==> src/rtl/ptrk_pkg.sv <==
`timescale 1ns / 1ps
`default_nettype none
package ptrk_pkg;

    localparam int CHANNELS   = 8;
    localparam int COUNT_BITS = 16;
    localparam int CH_W       = (CHANNELS > 1) ? $clog2(CHANNELS) : 1;

    // one memory word per channel
    localparam int DIV_W  = 32;
    localparam int STEP_W = $clog2(DIV_W + 1);

    localparam logic [4:0] CH_LIMIT = 5'(CHANNELS);
    localparam logic [COUNT_BITS-1:0] COUNT_MAX = {COUNT_BITS{1'b1}};

    localparam logic [15:0] ERR_VALUE = 16'hFC18;  // -1000

    localparam logic [1:0] OP_ADD   = 2'd0;
    localparam logic [1:0] OP_READ  = 2'd1;
    localparam logic [1:0] OP_CLEAR = 2'd2;

    localparam logic [1:0] ST_OK     = 2'd0;
    localparam logic [1:0] ST_BAD_CH = 2'd1;
    localparam logic [1:0] ST_EMPTY  = 2'd2;

    typedef struct packed {
        logic [COUNT_BITS-1:0] count;
        logic [31:0]           sum;
        logic [15:0]           hi;
        logic [15:0]           lo;
        logic [15:0]           last;
    } entry_t;

    localparam int ENTRY_W = $bits(entry_t);

endpackage
`default_nettype wire

==> src/rtl/per_channel_min_max_mean_tracker.sv <==
`timescale 1ns / 1ps
`default_nettype none
// Running statistics for each sensor channel: current, minimum, truncated mean and
// maximum. Requests are taken one at a time. An add or read on a valid channel goes
// through a memory read, an update, then a bit-serial divide of the sum by the
// count; a clear or a bad channel goes straight to the result.
// The divider sets the rate. Each channel's statistics sit in one memory word and its
// valid bit in a register; a clear request empties every channel at once. The next
// request is accepted while a finished result still waits in the output register.
module per_channel_min_max_mean_tracker (
    input  wire logic        aclk,
    input  wire logic        aresetn,
    input  wire logic        s_tvalid,
    output logic             s_tready,
    input  wire logic [23:0] s_tdata,   // channel[3:0], sample_value[19:4], zero fill
    input  wire logic [1:0]  s_tuser,   // op[1:0]
    output logic             m_tvalid,
    input  wire logic        m_tready,
    output logic [63:0]      m_tdata,   // current[15:0], minimum[31:16], mean[47:32],
                                        // maximum[63:48]
    output logic [1:0]       m_tuser    // status[1:0]
);

    localparam int CB   = ptrk_pkg::COUNT_BITS;
    localparam int CHW  = ptrk_pkg::CH_W;
    localparam int DW   = ptrk_pkg::DIV_W;

    typedef enum logic [2:0] {
        S_IDLE,
        S_READ,
        S_START,
        S_DIV,
        S_DONE
    } state_t;

    state_t         state_reg;
    logic [1:0]     op_reg;
    logic [3:0]     ch_reg;
    logic [15:0]    smp_reg;
    logic [15:0]    cur_reg;
    logic [15:0]    lo_reg;
    logic [15:0]    hi_reg;
    logic [15:0]    mean_reg;
    logic [31:0]    sum_reg;
    logic [CB-1:0]  cnt_reg;
    logic [1:0]     status_reg;
    logic [ptrk_pkg::CHANNELS-1:0] valid_reg;
    logic           m_valid_reg;
    logic [63:0]    m_data_reg;
    logic [1:0]     m_user_reg;

    logic                       in_fire;
    logic [3:0]                 in_ch;
    logic                       in_bad;
    logic [ptrk_pkg::ENTRY_W-1:0] ram_rdata;
    ptrk_pkg::entry_t           ent;
    ptrk_pkg::entry_t           upd;
    logic                       ram_we;
    logic                       first;
    logic [32:0]                nsum;
    logic                       sum_ovf;
    logic                       take;
    logic                       div_start;
    logic [DW-1:0]              div_dividend;
    logic                       div_done;
    logic [DW-1:0]              div_quo;
    logic [DW-1:0]              mean_full;
    logic                       out_free;

    assign s_tready = (state_reg == S_IDLE);
    assign in_fire  = s_tvalid && s_tready;
    assign in_ch    = s_tdata[3:0];
    assign in_bad   = {1'b0, in_ch} >= ptrk_pkg::CH_LIMIT;
    assign out_free = !m_valid_reg || m_tready;

    ptrk_ram #(
        .WIDTH(ptrk_pkg::ENTRY_W),
        .DEPTH(ptrk_pkg::CHANNELS)
    ) u_ram (
        .aclk  (aclk),
        .we    (ram_we),
        .waddr (ch_reg[CHW-1:0]),
        .wdata (upd),
        .raddr (in_ch[CHW-1:0]),
        .rdata (ram_rdata)
    );

    // entry update for an add; a never-written entry reads as empty
    always_comb begin
        ent      = valid_reg[ch_reg[CHW-1:0]] ? ptrk_pkg::entry_t'(ram_rdata)
                                              : ptrk_pkg::entry_t'('0);
        first    = (ent.count == '0);
        nsum     = {ent.sum[31], ent.sum} + {{17{smp_reg[15]}}, smp_reg};
        sum_ovf  = (nsum[32] != nsum[31]);
        take     = (ent.count != ptrk_pkg::COUNT_MAX) && !sum_ovf;
        upd      = ent;
        if (op_reg == ptrk_pkg::OP_ADD) begin
            upd.last = smp_reg;
            if (first || ($signed(smp_reg) < $signed(ent.lo))) begin
                upd.lo = smp_reg;
            end
            if (first || ($signed(smp_reg) > $signed(ent.hi))) begin
                upd.hi = smp_reg;
            end
            if (take) begin
                upd.sum   = nsum[31:0];
                upd.count = ent.count + CB'(1);
            end
        end
        ram_we = (state_reg == S_READ) && (op_reg == ptrk_pkg::OP_ADD);
    end

    assign div_start    = (state_reg == S_START);
    assign div_dividend = sum_reg[31] ? (32'd0 - sum_reg) : sum_reg;
    assign mean_full    = sum_reg[31] ? (32'd0 - div_quo) : div_quo;

    ptrk_div u_div (
        .aclk     (aclk),
        .aresetn  (aresetn),
        .start    (div_start),
        .dividend (div_dividend),
        .divisor  (cnt_reg),
        .done     (div_done),
        .quotient (div_quo)
    );

    always_ff @(posedge aclk) begin
        if (!aresetn) begin
            state_reg   <= S_IDLE;
            valid_reg   <= '0;
            m_valid_reg <= 1'b0;
        end else begin
            // S_DONE reloads the output register itself
            if (m_valid_reg && m_tready && (state_reg != S_DONE)) begin
                m_valid_reg <= 1'b0;
            end
            case (state_reg)
                S_IDLE: begin
                    if (in_fire) begin
                        op_reg  <= s_tuser;
                        ch_reg  <= in_ch;
                        smp_reg <= s_tdata[19:4];
                        if (s_tuser == ptrk_pkg::OP_CLEAR) begin
                            valid_reg  <= '0;
                            cur_reg    <= '0;
                            lo_reg     <= '0;
                            mean_reg   <= '0;
                            hi_reg     <= '0;
                            status_reg <= ptrk_pkg::ST_OK;
                            state_reg  <= S_DONE;
                        end else if (in_bad) begin
                            cur_reg    <= ptrk_pkg::ERR_VALUE;
                            lo_reg     <= ptrk_pkg::ERR_VALUE;
                            mean_reg   <= ptrk_pkg::ERR_VALUE;
                            hi_reg     <= ptrk_pkg::ERR_VALUE;
                            status_reg <= ptrk_pkg::ST_BAD_CH;
                            state_reg  <= S_DONE;
                        end else begin
                            state_reg <= S_READ;
                        end
                    end
                end
                S_READ: begin
                    if (ram_we) begin
                        valid_reg[ch_reg[CHW-1:0]] <= 1'b1;
                    end
                    sum_reg <= upd.sum;
                    cnt_reg <= upd.count;
                    if (upd.count == '0) begin
                        cur_reg    <= '0;
                        lo_reg     <= '0;
                        mean_reg   <= '0;
                        hi_reg     <= '0;
                        status_reg <= ptrk_pkg::ST_EMPTY;
                        state_reg  <= S_DONE;
                    end else begin
                        cur_reg    <= upd.last;
                        lo_reg     <= upd.lo;
                        hi_reg     <= upd.hi;
                        status_reg <= ptrk_pkg::ST_OK;
                        state_reg  <= S_START;
                    end
                end
                S_START: begin
                    state_reg <= S_DIV;
                end
                S_DIV: begin
                    if (div_done) begin
                        mean_reg  <= mean_full[15:0];
                        state_reg <= S_DONE;
                    end
                end
                S_DONE: begin
                    if (out_free) begin
                        m_valid_reg <= 1'b1;
                        m_data_reg  <= {hi_reg, mean_reg, lo_reg, cur_reg};
                        m_user_reg  <= status_reg;
                        state_reg   <= S_IDLE;
                    end
                end
                default: begin
                    state_reg <= S_IDLE;
                end
            endcase
        end
    end

    assign m_tvalid = m_valid_reg;
    assign m_tdata  = m_data_reg;
    assign m_tuser  = m_user_reg;

    // a bad channel reports the error value everywhere
    a_bad_fields: assert property (@(posedge aclk) disable iff (!aresetn)
        (m_tvalid && m_tuser == ptrk_pkg::ST_BAD_CH) |->
        (m_tdata == {4{ptrk_pkg::ERR_VALUE}}))
        else $error("bad channel result with wrong fields");

    // an empty channel reports zeros
    a_empty_fields: assert property (@(posedge aclk) disable iff (!aresetn)
        (m_tvalid && m_tuser == ptrk_pkg::ST_EMPTY) |-> (m_tdata == 64'd0))
        else $error("empty channel result not zero");

    // mean and current lie between minimum and maximum
    a_mean_range: assert property (@(posedge aclk) disable iff (!aresetn)
        (m_tvalid && m_tuser == ptrk_pkg::ST_OK) |->
        ($signed(m_tdata[31:16]) <= $signed(m_tdata[47:32]) &&
         $signed(m_tdata[47:32]) <= $signed(m_tdata[63:48]) &&
         $signed(m_tdata[31:16]) <= $signed(m_tdata[15:0]) &&
         $signed(m_tdata[15:0]) <= $signed(m_tdata[63:48])))
        else $error("statistics out of order");

    // memory is written only for an add on a real channel
    a_write_guard: assert property (@(posedge aclk) disable iff (!aresetn)
        ram_we |-> ({1'b0, ch_reg} < ptrk_pkg::CH_LIMIT))
        else $error("memory write for a bad channel");

    // a clear request empties every channel
    a_clear: assert property (@(posedge aclk) disable iff (!aresetn)
        (in_fire && s_tuser == ptrk_pkg::OP_CLEAR) |=> (valid_reg == '0))
        else $error("clear left a channel populated");

endmodule
`default_nettype wire

==> src/rtl/ptrk_ram.sv <==
`timescale 1ns / 1ps
`default_nettype none
module ptrk_ram #(
    parameter int WIDTH = 8,
    parameter int DEPTH = 8
) (
    input  wire logic                                   aclk,
    input  wire logic                                   we,
    input  wire logic [((DEPTH > 1) ? $clog2(DEPTH) : 1)-1:0] waddr,
    input  wire logic [WIDTH-1:0]                       wdata,
    input  wire logic [((DEPTH > 1) ? $clog2(DEPTH) : 1)-1:0] raddr,
    output logic [WIDTH-1:0]                            rdata
);

    logic [WIDTH-1:0] mem [DEPTH];

    always_ff @(posedge aclk) begin
        if (we) begin
            mem[waddr] <= wdata;
        end
        rdata <= mem[raddr];
    end

endmodule
`default_nettype wire

==> src/rtl/ptrk_div.sv <==
`timescale 1ns / 1ps
`default_nettype none
module ptrk_div (
    input  wire logic                            aclk,
    input  wire logic                            aresetn,
    input  wire logic                            start,
    input  wire logic [ptrk_pkg::DIV_W-1:0]      dividend,
    input  wire logic [ptrk_pkg::COUNT_BITS-1:0] divisor,
    output logic                                 done,
    output logic [ptrk_pkg::DIV_W-1:0]           quotient
);

    localparam int CB = ptrk_pkg::COUNT_BITS;
    localparam int DW = ptrk_pkg::DIV_W;
    localparam int SW = ptrk_pkg::STEP_W;

    logic [DW-1:0] quo_reg;
    logic [CB-1:0] rem_reg;
    logic [CB-1:0] dvs_reg;
    logic [SW-1:0] step_reg;
    logic          busy_reg;
    logic          done_reg;

    logic [CB:0] shifted;
    logic [CB:0] diff;
    logic        ge;

    // restoring division, one quotient bit per cycle
    always_comb begin
        shifted = {rem_reg, quo_reg[DW-1]};
        diff    = shifted - {1'b0, dvs_reg};
        ge      = shifted >= {1'b0, dvs_reg};
    end

    always_ff @(posedge aclk) begin
        if (!aresetn) begin
            busy_reg <= 1'b0;
            done_reg <= 1'b0;
            step_reg <= '0;
        end else begin
            done_reg <= 1'b0;
            if (start) begin
                busy_reg <= 1'b1;
                step_reg <= '0;
                quo_reg  <= dividend;
                rem_reg  <= '0;
                dvs_reg  <= divisor;
            end else if (busy_reg) begin
                quo_reg  <= {quo_reg[DW-2:0], ge};
                rem_reg  <= ge ? diff[CB-1:0] : shifted[CB-1:0];
                step_reg <= step_reg + SW'(1);
                if (step_reg == SW'(DW - 1)) begin
                    busy_reg <= 1'b0;
                    done_reg <= 1'b1;
                end
            end
        end
    end

    assign done     = done_reg;
    assign quotient = quo_reg;

endmodule
`default_nettype wire
==> config.mk <==
export PLATFORM = sky130hd
export DESIGN_NAME = per_channel_min_max_mean_tracker
export DESIGN_NICKNAME = d
export VERILOG_FILES = /design/src/rtl/ptrk_pkg.sv /design/src/rtl/per_channel_min_max_mean_tracker.sv /design/src/rtl/ptrk_ram.sv /design/src/rtl/ptrk_div.sv
export SDC_FILE = /design/constraint.sdc
export NUM_CORES = 1
export LEC_CHECK = 0
export BUFFER_PORTS_ARGS = -buffer_cell sky130_fd_sc_hd__clkbuf_2
export CORE_ASPECT_RATIO = 1.75
export CORE_MARGIN = 3
export CORE_UTILIZATION = 40
export CTS_CLUSTER_DIAMETER = 80
export DETAILED_ROUTE_END_ITERATION = 16
export GPL_ROUTABILITY_DRIVEN = 0
export GPL_TIMING_DRIVEN = 0
export HOLD_SLACK_MARGIN = 0.02
export MAX_ROUTING_LAYER = met4
export PLACE_DENSITY = 0.67
export SYNTH_ARGS = -nofsm -noshare
export SYNTH_HDL_FRONTEND = slang
export SYNTH_SLANG_ARGS = --single-unit
==> constraint.sdc <==
create_clock -name aclk -period 8.2 [get_ports aclk]
set_input_delay 0.41 -clock aclk [delete_from_list [all_inputs] [get_ports aclk]]
set_output_delay 0.41 -clock aclk [all_outputs]
set_load 0.1 [all_outputs]
# [After elaboration in Yosys (flattened, before gate mapping)]
# Memory sizes are Yosys's and may differ from the RTL's. A register that Yosys moved wholly into a read port is not among the register bits.
# Index checks and enable logic that the tools add are counted.
[op_classes] order_cmp=6 n_addsub=6 n_bitwise=3 n_eq_ne=16 reduce_logical=29 n_mux=52
[op_table] cell="16-bit two-way mux" count=13
[op_table] cell="96-bit two-way mux" count=2
[op_table] cell="32-bit two-way mux" count=3
[op_table] cell="16-bit case mux with 2 select lines" count=3
[op_table] cell="48-bit two-way mux" count=1
[op_table] cell="16-bit case mux with 3 select lines" count=1
[op_table] cell="32-bit by 16-bit adder with 33-bit output" count=1
[op_table] cell="16-bit zero test" count=2
[op_table] cell="1-bit by 32-bit subtractor with 32-bit output, first input constant" count=1
[op_table] cell="8-bit two-way mux" count=3
[op_table] cell="3-bit two-way mux" count=6
[op_table] cell="17-bit by 16-bit greater-or-equal comparator with 1-bit output" count=1
[op_table] cell="16-bit by 1-bit adder with 16-bit output, second input constant" count=1
[op_table] cell="16-bit > comparator" count=1
[op_table] cell="16-bit < comparator" count=1
[op_table] cell="16-bit != test, second input constant" count=1
[op_table] cell="8-bit case mux with 2 select lines" count=1
[op_table] cell="1-bit by 16-bit subtractor with 16-bit output, first input constant" count=1
[op_table] cell="16-bit subtractor" count=1
[op_table] cell="3-bit case mux with 5 select lines" count=1
[op_table] cell="1-bit two-way mux" count=11
[op_table] cell="3-bit AND reduction" count=3
[op_table] cell="2-bit two-way mux" count=4
[op_table] cell="2-bit by 1-bit != test with 1-bit output, second input constant" count=4
[op_table] cell="30 further kinds" count=45
[word_totals] ram_bits=768 memories=1 regBits=285 elab_cells=134
[memory_table] name="u_ram.mem" words=8 word_bits=96 rd=1 rd_ports_with_merged_regs=1 wr=1 line_no="ptrk_ram.sv:15" source="logic [WIDTH-1:0] mem [DEPTH];"

# [Longest topological paths before layout]
# Gate-level depths: netlist (run 1).
[depth] depth_word=12 depth_mapped=24 ltp_nobuf=18

# [By module]
# From an unflattened synthesis (run 1), not the netlist that was laid out.
[unflattened] hier_cells=2748 area_unflattened_um2=47058.9
[modules_own_cells] mod="ptrk_ram" cells_each=1219 area_each_um2=30805.8 seq_area_each_um2=24984.0 instances=1
[modules_own_cells] mod="per_channel_min_max_mean_tracker" cells_each=1222 area_each_um2=12434.4 seq_area_each_um2=6276.0 instances=1
[modules_own_cells] mod="ptrk_div" cells_each=307 area_each_um2=3818.7 seq_area_each_um2=2082.0 instances=1

# [Worst setup path before layout (run 1)]
# Ideal clock, no wire load.
[synth_path] kind="reg2reg" startpoint="register op_reg[1]" endpoint="memory u_ram.mem[0][0] (netlist name), enable pin" setup_time_ps=669 path_stages_with_launch=5 t_arrival_ps=7788 setup_slack_ps=-257 n_path_buf=1 t_required_ps=7531 path_cell_list="edfxtp_1 > or2_2 > clkbuf_1 > or3_1 > nor3_1"
[synth_via] elab_chain_len=4
[synth_rtl] item="from (decl)" line_no="per_channel_min_max_mean_tracker.sv:37" source="logic [1:0] op_reg;"
[synth_rtl] item="from (signal assigned)" line_no="per_channel_min_max_mean_tracker.sv:140" source="op_reg <= s_tuser;"
[synth_rtl] item="2-bit zero test" line_no="per_channel_min_max_mean_tracker.sv:110" source="ram_we = (state_reg == S_READ) && (op_reg == ptrk_pkg::OP_ADD);"
[synth_rtl] item="1-bit logical AND" line_no="per_channel_min_max_mean_tracker.sv:110"
[synth_rtl] item="1-bit two-way mux" line_no="ptrk_ram.sv:18" source="if (we) begin"
[synth_rtl] item="1-bit two-way mux (not written as such)" line_no="ptrk_ram.sv:19" source="mem[waddr] <= wdata;"
[synth_rtl] item="to (decl)" line_no="ptrk_ram.sv:15"
# No other way between the ends.

# [Final worst setup path (run 1)]
[layout_path] startpoint="register ch_reg[0]" endpoint="register mean_reg[12], enable pin"
[layout_via] elab_chain_len=12 elab_cells_between_ends=14 classes_between="add/sub (2); eq/ne (3); mux (5); reduce/logical (4)"
[layout_rtl] item="from (decl)" line_no="per_channel_min_max_mean_tracker.sv:38" source="logic [3:0] ch_reg;"
[layout_rtl] item="from (signal assigned)" line_no="per_channel_min_max_mean_tracker.sv:141" source="ch_reg <= in_ch;"
[layout_rtl] item="1-bit binary-select mux with 3-bit select (*)" line_no="per_channel_min_max_mean_tracker.sv:90" source="ent = valid_reg[ch_reg[CHW-1:0]] ? ptrk_pkg::entry_t'(ram_rdata)"
[layout_rtl] item="1-bit two-way mux (not written as such) (*)" line_no="per_channel_min_max_mean_tracker.sv:90"
[layout_rtl] item="96-bit two-way mux (*)" line_no="per_channel_min_max_mean_tracker.sv:90"
[layout_rtl] item="32-bit by 16-bit adder with 33-bit output" line_no="per_channel_min_max_mean_tracker.sv:93" source="nsum = {ent.sum[31], ent.sum} + {{17{smp_reg[15]}}, smp_reg};"
[layout_rtl] item="1-bit != test" line_no="per_channel_min_max_mean_tracker.sv:94" source="sum_ovf = (nsum[32] != nsum[31]);"
[layout_rtl] item="1-bit zero test" line_no="per_channel_min_max_mean_tracker.sv:95" source="take = (ent.count != ptrk_pkg::COUNT_MAX) && !sum_ovf;"
[layout_rtl] item="1-bit logical AND" line_no="per_channel_min_max_mean_tracker.sv:95"
[layout_rtl] item="48-bit two-way mux" line_no="per_channel_min_max_mean_tracker.sv:105" source="if (take) begin"
[layout_rtl] item="96-bit two-way mux (*)" line_no="per_channel_min_max_mean_tracker.sv:97" source="if (op_reg == ptrk_pkg::OP_ADD) begin"
[layout_rtl] item="via u_ram.wdata[90]" line_no="ptrk_ram.sv:10" source="input wire logic [WIDTH-1:0] wdata,"
[layout_rtl] item="16-bit zero test (*)" line_no="per_channel_min_max_mean_tracker.sv:169" source="if (upd.count == '0) begin"
[layout_rtl] item="2-bit by 1-bit != test with 1-bit output (no line) (*)"
[layout_rtl] item="6-bit AND reduction (no line) (*)"
[layout_rtl] item="to (signal assigned)" line_no="per_channel_min_max_mean_tracker.sv:154" source="mean_reg <= ptrk_pkg::ERR_VALUE;"
[layout_rtl] item="to (signal assigned)" line_no="per_channel_min_max_mean_tracker.sv:189" source="mean_reg <= mean_full[15:0];"
[layout_rtl] item="to (decl)" line_no="per_channel_min_max_mean_tracker.sv:43" source="logic [15:0] mean_reg;"
# Mark *: on every way through the listed nets, which the timed path passes. The rest lies on a longest branch. The select of a mux whose other input is x is not followed.
# A chain may end at the register's enable or synchronous reset.

==> results of run 1 <==
[power by group through the flow]
stage | registers, W | logic (W) | clock network (W)
after floorplan | 0.00675 | 0.000478 | 0
after global placement | 0.00671 | 0.000786 | 0
after detailed placement | 0.00670 | 0.000811 | 0
after CTS | 0.00657 | 0.000823 | 0.00475
after global routing | 0.00658 | 0.000877 | 0.00497
final | 0.00658 | 0.000820 | 0.00467
[cell type report]
cell class | count | area share (%)
buffer | 119 | 0.974
clock buffer | 118 | 4.66
antenna | 1 | 0.00466
inverter | 58 | 0.406
tap | 1503 | 3.50
clock inverter | 58 | 1.30
sequential | 1149 | 62.1
timing repair buffer | 159 | 3.13
multi-input combinational | 1379 | 23.9
[per-stage QoR]
stage / total power (W) / setup TNS, ns
after floorplan: 0.00723 / 0
after global placement: 0.00750 / -1787.66
after detailed placement: 0.00751 / -3.67
after CTS: 0.0122 / 0
after global routing: 0.0124 / 0
final: 0.0121 / 0
[path summary, 6_finish.rpt]
check / startpoint / end / slack, ns / cells past startpoint
worst min-delay path: s_tdata[3] / state_reg[0] / 0.13 / 4
worst max register to register: ch_reg[0] / mean_reg[12] / 0.40 / 22
worst min register to register: mean_reg[8] / m_tdata[40] / 0.41 / 0
worst max-delay path: ch_reg[0] / mean_reg[12] / 0.40 / 22
[worst max-delay path, cell delays in order, from the launching register on]
cell,delay [ns]
edfxtp_1,0.45
clkbuf_1,0.49
o21ai_2,0.17
nand3_4,0.20
buf_2,0.32
clkbuf_2,0.42
buf_1,0.59
and2_1,0.24
ha_1,0.23
inv_1,0.07
fa_1,0.39
nand2b_1,0.20
a21oi_1,0.28
o211ai_2,0.16
a21oi_2,0.26
o21ai_2,0.18
nand3_2,0.19
a41oi_1,0.15
o21a_1,0.35
nand4b_1,0.39
o21ai_2,0.65
buf_4,0.38
o2111a_2,0.58
[metal layers]
layer | part of all wire (%) | wire [um] | global-route usage (%) | vias up
met1 | 35 | 40100 | 20.5 | 13100
met5 | 0 | 0 | - | -
li1 | - | - | - | 11100
met2 | 55 | 62900 | 36.0 | 862
met4 | 5.1 | 5820 | 9.11 | 0
met3 | 4.8 | 5540 | 2.45 | 266
[what timing repair did]
item                       in CTS  in global routing
resized for setup               2                  4
hold buffers                   21                  0
setup endpoints to repair      16                 17
hold endpoints to repair       21                  0
[cell families (layout without fill, tap and decap cells)]
| family | after synthesis | count (layout) | share of synthesized area (%) |
|---|---|---|---|
| flops | 1149 | 1149 | 71.2 |
| simple gates | 501 | 501 | 5.33 |
| compound gates | 355 | 355 | 5.10 |
| mux | 337 | 337 | 12.6 |
| buf+inv | 177 | 512 | 1.58 |
| xor+xnor | 100 | 100 | 1.87 |
| fa+ha+maj | 86 | 86 | 2.33 |
| other cells | 0 | 1 | 0 |
[cell usage in the layout, fill, tap and decap left out, types with 8 or more instances in the layout]
cell type / synthesis / routed
a211oi_1: 10 / 10
a21o_1: 26 / 26
a21oi_1: 66 / 66
a31o_1: 20 / 20
and2_1: 41 / 39
and3_1: 14 / 14
buf_1: 23 / 24
buf_12: 0 / 23
buf_16: 0 / 17
bufinv_16: 0 / 10
clkbuf_1: 80 / 94
clkbuf_16: 0 / 93
clkbuf_2: 0 / 95
clkbuf_8: 0 / 8
clkinv_1: 0 / 8
clkinv_2: 0 / 16
dfxtp_1: 116 / 116
dlygate4sd3_1: 0 / 21
edfxtp_1: 1033 / 1033
ha_1: 84 / 84
inv_1: 57 / 57
mux2_2: 98 / 98
mux2i_1: 47 / 47
mux4_2: 192 / 192
nand2_1: 178 / 178
nand2b_1: 18 / 18
nand3_1: 40 / 40
nand4_1: 19 / 19
nor2_1: 88 / 81
nor2b_1: 33 / 33
nor3_1: 17 / 15
nor4_1: 15 / 15
o21a_1: 10 / 10
o21ai_0: 115 / 112
o21ai_1: 6 / 9
o31ai_1: 16 / 15
xnor2_1: 37 / 37
xor2_1: 63 / 63
==> reports/results.tsv, run 1 <==
metric	value	unit
synth.avg_cell_area	17.3	um^2
crit_required	8.52	ns
coreArea	116000	um^2
drive_above_1_share	21.5	%
n_fill_cell	9656	
syn-num-nets	2821	
power.internal	0.00930	W
violations	max-capacitance violations, max-slew violations	
hold_violations	0	
dp_worst_setup_slack	-0.230	ns
ys_ff_latch	1149	
cts_root_buffer	clkbuf_16	
drc	0	
synth_edf_count	1033	
num_rows	165	
postRouteAntennaNets	0	
clock_sinks	1149	
min_period	7.80	ns
cap_violations	1	
path_class	register to register	
yosys.area.top_type_share	66.2	%
fin_skew	0.0495	ns
firstDrtPassIters	5	
syn_inst	2705	
top_register	u_ram.mem	
multi_input_area	12800	um^2
max_slew_margin	-0.141	%
cts.htree.levels	3	
synthTopCellsByCount	edfxtp_1 (1033), mux4_2 (192), nand2_1 (178), dfxtp_1 (116), o21ai_0 (115)	
cts_tree	built	
syn_to_final_growth	14.6	%
grt_max_degree	49	
yosysMostFrequentCell	edfxtp_1	
seqPwrFrac	54.5	%
finalNetCount	3075	
synth_area_leaders	edfxtp_1 (66%), mux4_2 (9.2%), dfxtp_1 (5.0%)	
crit_arrival	8.11	ns
setup_ws	0.404	ns
largest_reg_flops	768	
synth_top_cell_by_area	edfxtp_1	
worst_slew_pin_slew	1.49	ns
finalWirelength	114000	um
synth_cell_type_count	88	
final-setup-viol-count	0	
start_util	40.4	%
layout_worst_path_cycle_share	95.1	%
critPathLaunchType	register	
viasPerCell	5.57	
synthArstFlopShare	0	%
wl_per_cell	25.2	um
clockBufferDepth	3	
hold_path.class	input pin to register	
die_w	265	um
io_pins	98	
syn_area	46800	um^2
max_freq	0.128	GHz
dp_cells	4346	
critPathCaptureType	register	
power_frac_clock	38.7	%
place_hpwl	78400	um
grt_overflow	0	
ys_seq_area_share	71.2	%
clk_pin_slew_worst_paths	0.07	ns
drtIter0Drc	2429	
clock_latency	0.72	ns
final_util	46.4	%
vias	25300	
grt_pass1_vias	26200	
combPwrFrac	6.8	%
leakage	18.1	nW
final-seq-area	33300	um^2
grt.total_usage	19.4	%
finalNonFillerCells	4544	
ir_drop	0.000145	V
io_buffer_count	93	
yosys_warnings	0	
cts_setup_buffers	0	
status	complete, but fails checks	
final_cell_area	53700	um^2
grt_pass1_wl	169000	um
cp_max_fo	16	
grt_setup_unrepaired	no	
die_y	459	um
numCtsBuffers	93	
switching_power	0.00276	W
postPlaceCellArea	50300	um^2
die-area	121000	um^2
power_density	225	nW/um^2
antenna_found_initial	2	
holdWs	0.128	ns
drv_slew	1	
switching_share	22.9	%
synth_ff_type	edfxtp_1	
(Power assumes the default switching activity.)
==> run 2: changes to the inputs <==
CELL_PAD_IN_SITES_DETAIL_PLACEMENT = 1   (was default)
CELL_PAD_IN_SITES_GLOBAL_PLACEMENT = 2   (was default)
PLACE_DENSITY = 0.81   (was 0.67)
==> run 2 against run 1 <==
  * The run now ends clean
  * Sequential share of layout area fell by 0.37 points
  * Largest cell class unchanged
  * Global-route usage rose by 2.0 points
  * Largest power group unchanged
  * First-iteration DRC count fell by 20%
  * Count of clock-buffer cells in the layout rose by 25
  * Design area rose by 0.59%
  * Critical path type unchanged
  * Combinational power rose by 2.8%
  * Worst setup slack got worse by 0.010 ns
  * Core utilization rose by 0.27 points
  * Non-clock buffer count rose by 5
  * Routed wire length rose by 10%
==> reports/results.tsv, run 2 (same netlist as run 1, synthesis figures left out) <==
metric	value	unit	change
crit_arrival	8.15	ns	+0.04 ns
postRouteAntennaNets	0		unchanged
top_register	u_ram.mem		
grt_overflow	0		unchanged
clk_pin_slew_worst_paths	0.07	ns	about the same
use_met1	23.4	%	+2.9 points
min_period	7.81	ns	+0.0104 ns
status	finished, final reports clean		
drv_slew	0		-1
ir_drop	0.000210	V	+45%
wl_per_cell	27.6	um	+9.6%
drive_above_1_share	21.5	%	about the same
seqPwrFrac	53.3	%	-1.2 points
cap_violations	0		-1
cts_root_buffer	clkbuf_16		
viasPerCell	5.62		+0.84%
place_hpwl	87400	um	+11%
cts_setup_buffers	0		unchanged
final-setup-viol-count	0		unchanged
finalWirelength	126000	um	+10%
multi_input_area	12800	um^2	about the same
leakage	18.2	nW	+0.81%
final_util	46.6	%	+0.27 points
finalNetCount	3089		+0.46%
cp_cell_sequence	clkbuf_1, o21ai_2, nand3_4, buf_2, clkbuf_2, clkbuf_2, and2_1, ha_1, inv_1, fa_1, nand2b_1, a21oi_1, o211ai_2, a21oi_2, o21ai_2, nand3_2, a41oi_1, o21a_1, nand4b_1, o21ai_4, buf_4, o2111a_2		
largest_reg_flops	768		unchanged
met3_usage	2.79	%	+0.34 points
fin_skew	0.0263	ns	-0.0232 ns
start_util	40.4	%	unchanged
clockBufferDepth	3		unchanged
layout_worst_path_cycle_share	95.2	%	+0.13 points
crit_required	8.54	ns	+0.02 ns
switching_power	0.00281	W	+1.5%
io_buffer_count	93		unchanged
grt_setup_unrepaired	no		
vias	25700		+1.3%
combPwrFrac	6.8	%	about the same
drc	0		unchanged
grt.busiest_layer	met2		
grt_max_degree	36		-27%
use_met2	38.9	%	+2.9 points
coreArea	116000	um^2	unchanged
power_density	229	nW/um^2	+1.7%
critPathCaptureType	register		
slowest_stage	o21ai_4		
cpPeakStageDelay	0.65	ns	about the same
path_class	register to register		
n_fill_cell	11000		+14%
cp_max_fo	16		unchanged
antenna_found_initial	6		+4
r2r_cells	22		unchanged
layout_commonest_cell	edfxtp_1		
reg2reg_slack	0.39	ns	about the same
power.internal	0.00954	W	+2.6%
grt_pass1_wl	186000	um	+10%
clock_latency	0.72	ns	about the same
cts.htree.levels	3		unchanged
numCtsBuffers	102		+9.7%
cts_tree	built		
hold_violations	0		unchanged
syn_to_final_growth	15.3	%	
timing.critical_path.buf_inv	6		unchanged
critPathLaunchType	register		
critical_path.top_delay_family	compound AO/OA/AOI/OAI gates		
die_y	459	um	unchanged
clock_sinks	1149		unchanged
hold_path.class	input pin to register		
worst_slew_pin_slew	1.45	ns	-0.0405 ns
die_w	265	um	unchanged
num_rows	165		unchanged
grt_pass1_vias	28200		+7.6%
power_frac_clock	39.9	%	+1.2 points
switching_share	22.7	%	-0.18 points
drtIter0Drc	1935		-20%
final-seq-area	33300	um^2	unchanged
io_pins	98		unchanged
firstDrtPassIters	5		unchanged
grt.total_usage	21.5	%	+2.0 points
max_slew_margin	3.61	%	+3.7 points
hold_depth	3		-1
die-area	121000	um^2	unchanged
crit_cells	22		unchanged
layout_common_cells	edfxtp_1 (1033), mux4_2 (192), nand2_1 (178), dfxtp_1 (116), o21ai_0 (113)		
max_freq	0.128	GHz	-0.13%
final.setup.tns	0	ns	unchanged
## run 2: cell types whose count changed in the layout (fill, tap and decap cells not counted), moves of 2 or more
cell and change:
clkbuf_1 +15, clkbuf_16 +10, clkinv_2 -4, clkinv_4 -3, buf_16 +2, buf_8 +2, clkinvlp_4 -2
## run 2: final timing paths
kind,startpoint,endpoint
setup reg to reg,ch_reg[0],mean_reg[14]
hold / removal,m_tready,m_tvalid
hold reg to reg,mean_reg[5],m_tdata[37]
setup / recovery,ch_reg[0],mean_reg[14]
## run 2: cell type report
class	count	area share [%]
flip-flops and latches	1149	61.7
inverters	58	0.403
diodes	2	0.00927
plain buffers	119	0.971
repair buffers	164	3.28
multi-input cells	1379	23.8
clock inverters	48	1.13
clock buffers	143	5.20
well taps	1503	3.48
## run 2: per-layer routing
layer	vias to the layer above	part of all wire (%)
li1	11200	-
met1	13400	37
met2	796	54
met3	257	4.6
met4	0	4.8
met5	-	0
## run 2: worst register-to-register path, stage by stage, from the launching register on
cell and delay (ns):
edfxtp_1 0.44, clkbuf_1 0.52, o21ai_2 0.17, nand3_4 0.21, buf_2 0.36, clkbuf_2 0.42
clkbuf_2 0.46, and2_1 0.21, ha_1 0.19, inv_1 0.06, fa_1 0.40, nand2b_1 0.18
a21oi_1 0.28, o211ai_2 0.16, a21oi_2 0.27, o21ai_2 0.22, nand3_2 0.21, a41oi_1 0.14
o21a_1 0.34, nand4b_1 0.48, o21ai_4 0.65, buf_4 0.44, o2111a_2 0.59
## run 2: power groups by stage
stage / Clock, W / Combinational [W] / Sequential, W
after global placement: 0 / 0.000785 / 0.00671
after CTS: 0.00503 / 0.000846 / 0.00658
after detailed placement: 0 / 0.000829 / 0.00670
after global routing: 0.00524 / 0.000902 / 0.00658
after floorplan: 0 / 0.000478 / 0.00675
final: 0.00493 / 0.000843 / 0.00658
## run 2: timing repair
| action | CTS | global route |
|---|---|---|
| endpoints found under the setup margin | 16 | 16 |
| pin swaps | 0 | 0 |
| gates resized for setup | 4 | 2 |
| endpoints found under the hold margin | 21 | 0 |
| hold buffers | 21 | 0 |
## run 2: stage by stage
step / cells / hold WS, ns / instance area [um^2] / total power (W) / setup slack, ns
2_1_floorplan: 2705 / 0.400 / 46800 / 0.00723 / 2.32
3_3_place_gp: 4301 / 0.406 / 49200 / 0.00750 / -3.10
3_5_place_dp: 4350 / 0.405 / 50300 / 0.00753 / -0.710
4_1_cts: 4562 / 0.0885 / 54000 / 0.0125 / 0.107
5_1_grt: 4565 / 0.171 / 54000 / 0.0127 / 0.0320
6_report: 4565 / 0.158 / 54000 / 0.0123 / 0.394
==> run 3: changes to the inputs <==
BUFFER_PORTS_ARGS = default   (was -buffer_cell sky130_fd_sc_hd__clkbuf_2)
DONT_BUFFER_PORTS = 1   (was default)
PLACE_DENSITY = 0.8   (was 0.81)
==> run 3 against run 2 <==
  * Count of clock-buffer cells in the layout is 15 lower
  * Flip-flop and latch count did not move
  * Clock skew up 0.053 ns
  * Register-to-register slack better by 0.07 ns
  * Non-clock buffer count is 90 lower
  * Core utilization decreased by 0.11 points
  * Routed wire length increased by 0.48%
  * Power increased by 1.5%
  * First-iteration DRC count grew 4.3%
  * Die area did not move
  * Design area down 0.23%
  * Critical endpoint is now mean_reg[4]
==> reports/results.tsv, run 3 (same netlist as run 1, synthesis figures left out) <==
metric	value	unit	change
wl_per_cell	28.2	um	+2.4%
final-setup-viol-count	0		unchanged
cts_setup_buffers	0		unchanged
reg2reg_slack	0.47	ns	+0.07 ns
clock_latency	0.74	ns	+0.02 ns
grt_max_degree	37		+2.8%
critPathLaunch	ch_reg[0]		
firstDrtPassIters	5		unchanged
grt_pass1_wl	187000	um	+0.22%
coreArea	116000	um^2	unchanged
drive_above_1_share	19.8	%	-1.7 points
hold_path.startpoint	aresetn		
final_cell_area	53900	um^2	-0.23%
min_period	7.73	ns	-0.0721 ns
critPathLaunchType	register		
place_hpwl	87500	um	+0.12%
grt.total_usage	21.6	%	+0.14 points
postRouteAntennaNets	0		unchanged
die-area	121000	um^2	unchanged
fin_skew	0.0790	ns	+0.0527 ns
cts_root_buffer	clkbuf_16		
clk_pin_slew_worst_paths	0.07	ns	about the same
layout_worst_path_cycle_share	94.3	%	-0.88 points
die_w	265	um	unchanged
dp_cells	4259		-2.1%
drtIter0Drc	2019		+4.3%
postPlaceCellArea	50000	um^2	-0.74%
critPathCaptureType	register		
num_rows	165		unchanged
power_density	233	nW/um^2	+1.7%
reg2reg_to	mean_reg[4]		
clockBufferDepth	3		unchanged
viasPerCell	5.64		+0.39%
max_slew_margin	2.61	%	-1.0 points
grt_setup_unrepaired	no		
syn_to_final_growth	15.1	%	
worstReg2RegStart	ch_reg[0]		
crit_required	8.57	ns	+0.03 ns
start_util	40.4	%	unchanged
drv_slew	0		unchanged
io_pins	98		unchanged
cap_violations	0		unchanged
io_buffer_count	0		-100%
crit_arrival	8.11	ns	-0.04 ns
finalNetCount	2999		-2.9%
top_register	u_ram.mem		
hold_path.class	input pin to register		
antenna_found_initial	6		unchanged
path_class	register to register		
grt_pass1_vias	27500		-2.7%
worst_slew_pin_slew	1.46	ns	+0.0150 ns
leakage	18.0	nW	-1.5%
ir_drop	0.000209	V	-0.14%
r2r_cells	22		unchanged
finalNonFillerCells	4481		-1.8%
cp_max_fo	16		unchanged
layout_commonest_cell	edfxtp_1		
largest_reg_flops	768		unchanged
clock_sinks	1149		unchanged
cts_tree	built		
drc	0		unchanged
layout_common_cells	edfxtp_1 (1033), mux4_2 (192), nand2_1 (178), dfxtp_1 (116), o21ai_0 (109)		
cts.htree.levels	3		unchanged
grt_overflow	0		unchanged
worstSetupEndpoint	mean_reg[4]		
max_freq	0.129	GHz	+0.93%
die_y	459	um	unchanged
status	finished, final reports clean		
numCtsBuffers	102		unchanged
finalWirelength	127000	um	+0.48%
hold_violations	0		unchanged
final_util	46.5	%	-0.11 points
vias	25300		-1.5%
## run 3: critical path, cell delays in order (launching register included)
cell,delay (ns)
edfxtp_1,0.46
clkbuf_1,0.51
o21ai_2,0.16
nand3_4,0.21
buf_2,0.27
clkbuf_2,0.47
clkbuf_2,0.41
and2_1,0.20
ha_1,0.20
inv_1,0.06
fa_1,0.40
nand2b_1,0.18
a21oi_1,0.29
o211ai_2,0.16
a21oi_2,0.27
o21ai_2,0.22
nand3_2,0.20
a41oi_1,0.15
o21a_1,0.36
nand4b_1,0.49
o21ai_4,0.68
buf_4,0.42
o2111a_2,0.55
## run 3: layer usage
layer	wire length (um)	part of all wire [%]	vias up	GRT usage, %
met3	5900	4.7	251	3.23
met2	68400	54	766	38.9
met4	6310	5.0	0	10.1
met5	0	0	-	-
li1	-	-	11000	-
met1	45900	36	13300	23.3
## run 3: layout make-up
class | instances | area [um^2]
Multi-Input combinational cell | 1379 | 12800
Clock buffer | 128 | 2750
Clock inverter | 66 | 891
Antenna cell | 5 | 12.5
Tap cell | 1503 | 1880
Timing Repair Buffer | 74 | 1410
Fill cell | 10800 | 61900
Buffer | 119 | 524
Inverter | 58 | 218
Sequential cell | 1149 | 33300
## run 3: worst min-delay path by stage
stage,to,slack (ns),depth (start not counted)
3_5_place_dp,u_div.dvs_reg[10],0.41,0
3_3_place_gp,m_tdata[6],0.41,0
6_report,state_reg[2],0.08,2
5_1_grt,u_div.busy_reg,0.06,2
4_1_cts,state_reg[2],0.03,2
2_1_floorplan,m_tdata[0],0.40,0
## run 3: per-stage QoR
step / setup WS [ns] / setup TNS [ns] / total power (W) / hold slack (ns)
2_1_floorplan: 2.32 / 0 / 0.00723 / 0.400
3_3_place_gp: -3.07 / -2084.99 / 0.00748 / 0.406
3_5_place_dp: -0.701 / -11.21 / 0.00752 / 0.405
4_1_cts: 0.239 / 0 / 0.0126 / 0.0295
5_1_grt: 0.164 / 0 / 0.0129 / 0.0609
6_report: 0.466 / 0 / 0.0125 / 0.0816
## run 3: timing repair
action | CTS | global route
hold buffers | 23 | 0
gates resized for setup | 4 | 2
endpoints found under the setup margin | 16 | 16
pin swaps | 0 | 0
gates cloned | 0 | 0
hold endpoints to repair | 29 | 0
## run 3: power by group
part	switching, W	total (W)	leakage (nW)	internal [W]
registers	0.000157	0.00666	10.4	0.00651
clock network	0.00228	0.00513	1.73	0.00285
logic	0.000477	0.000741	5.83	0.000265
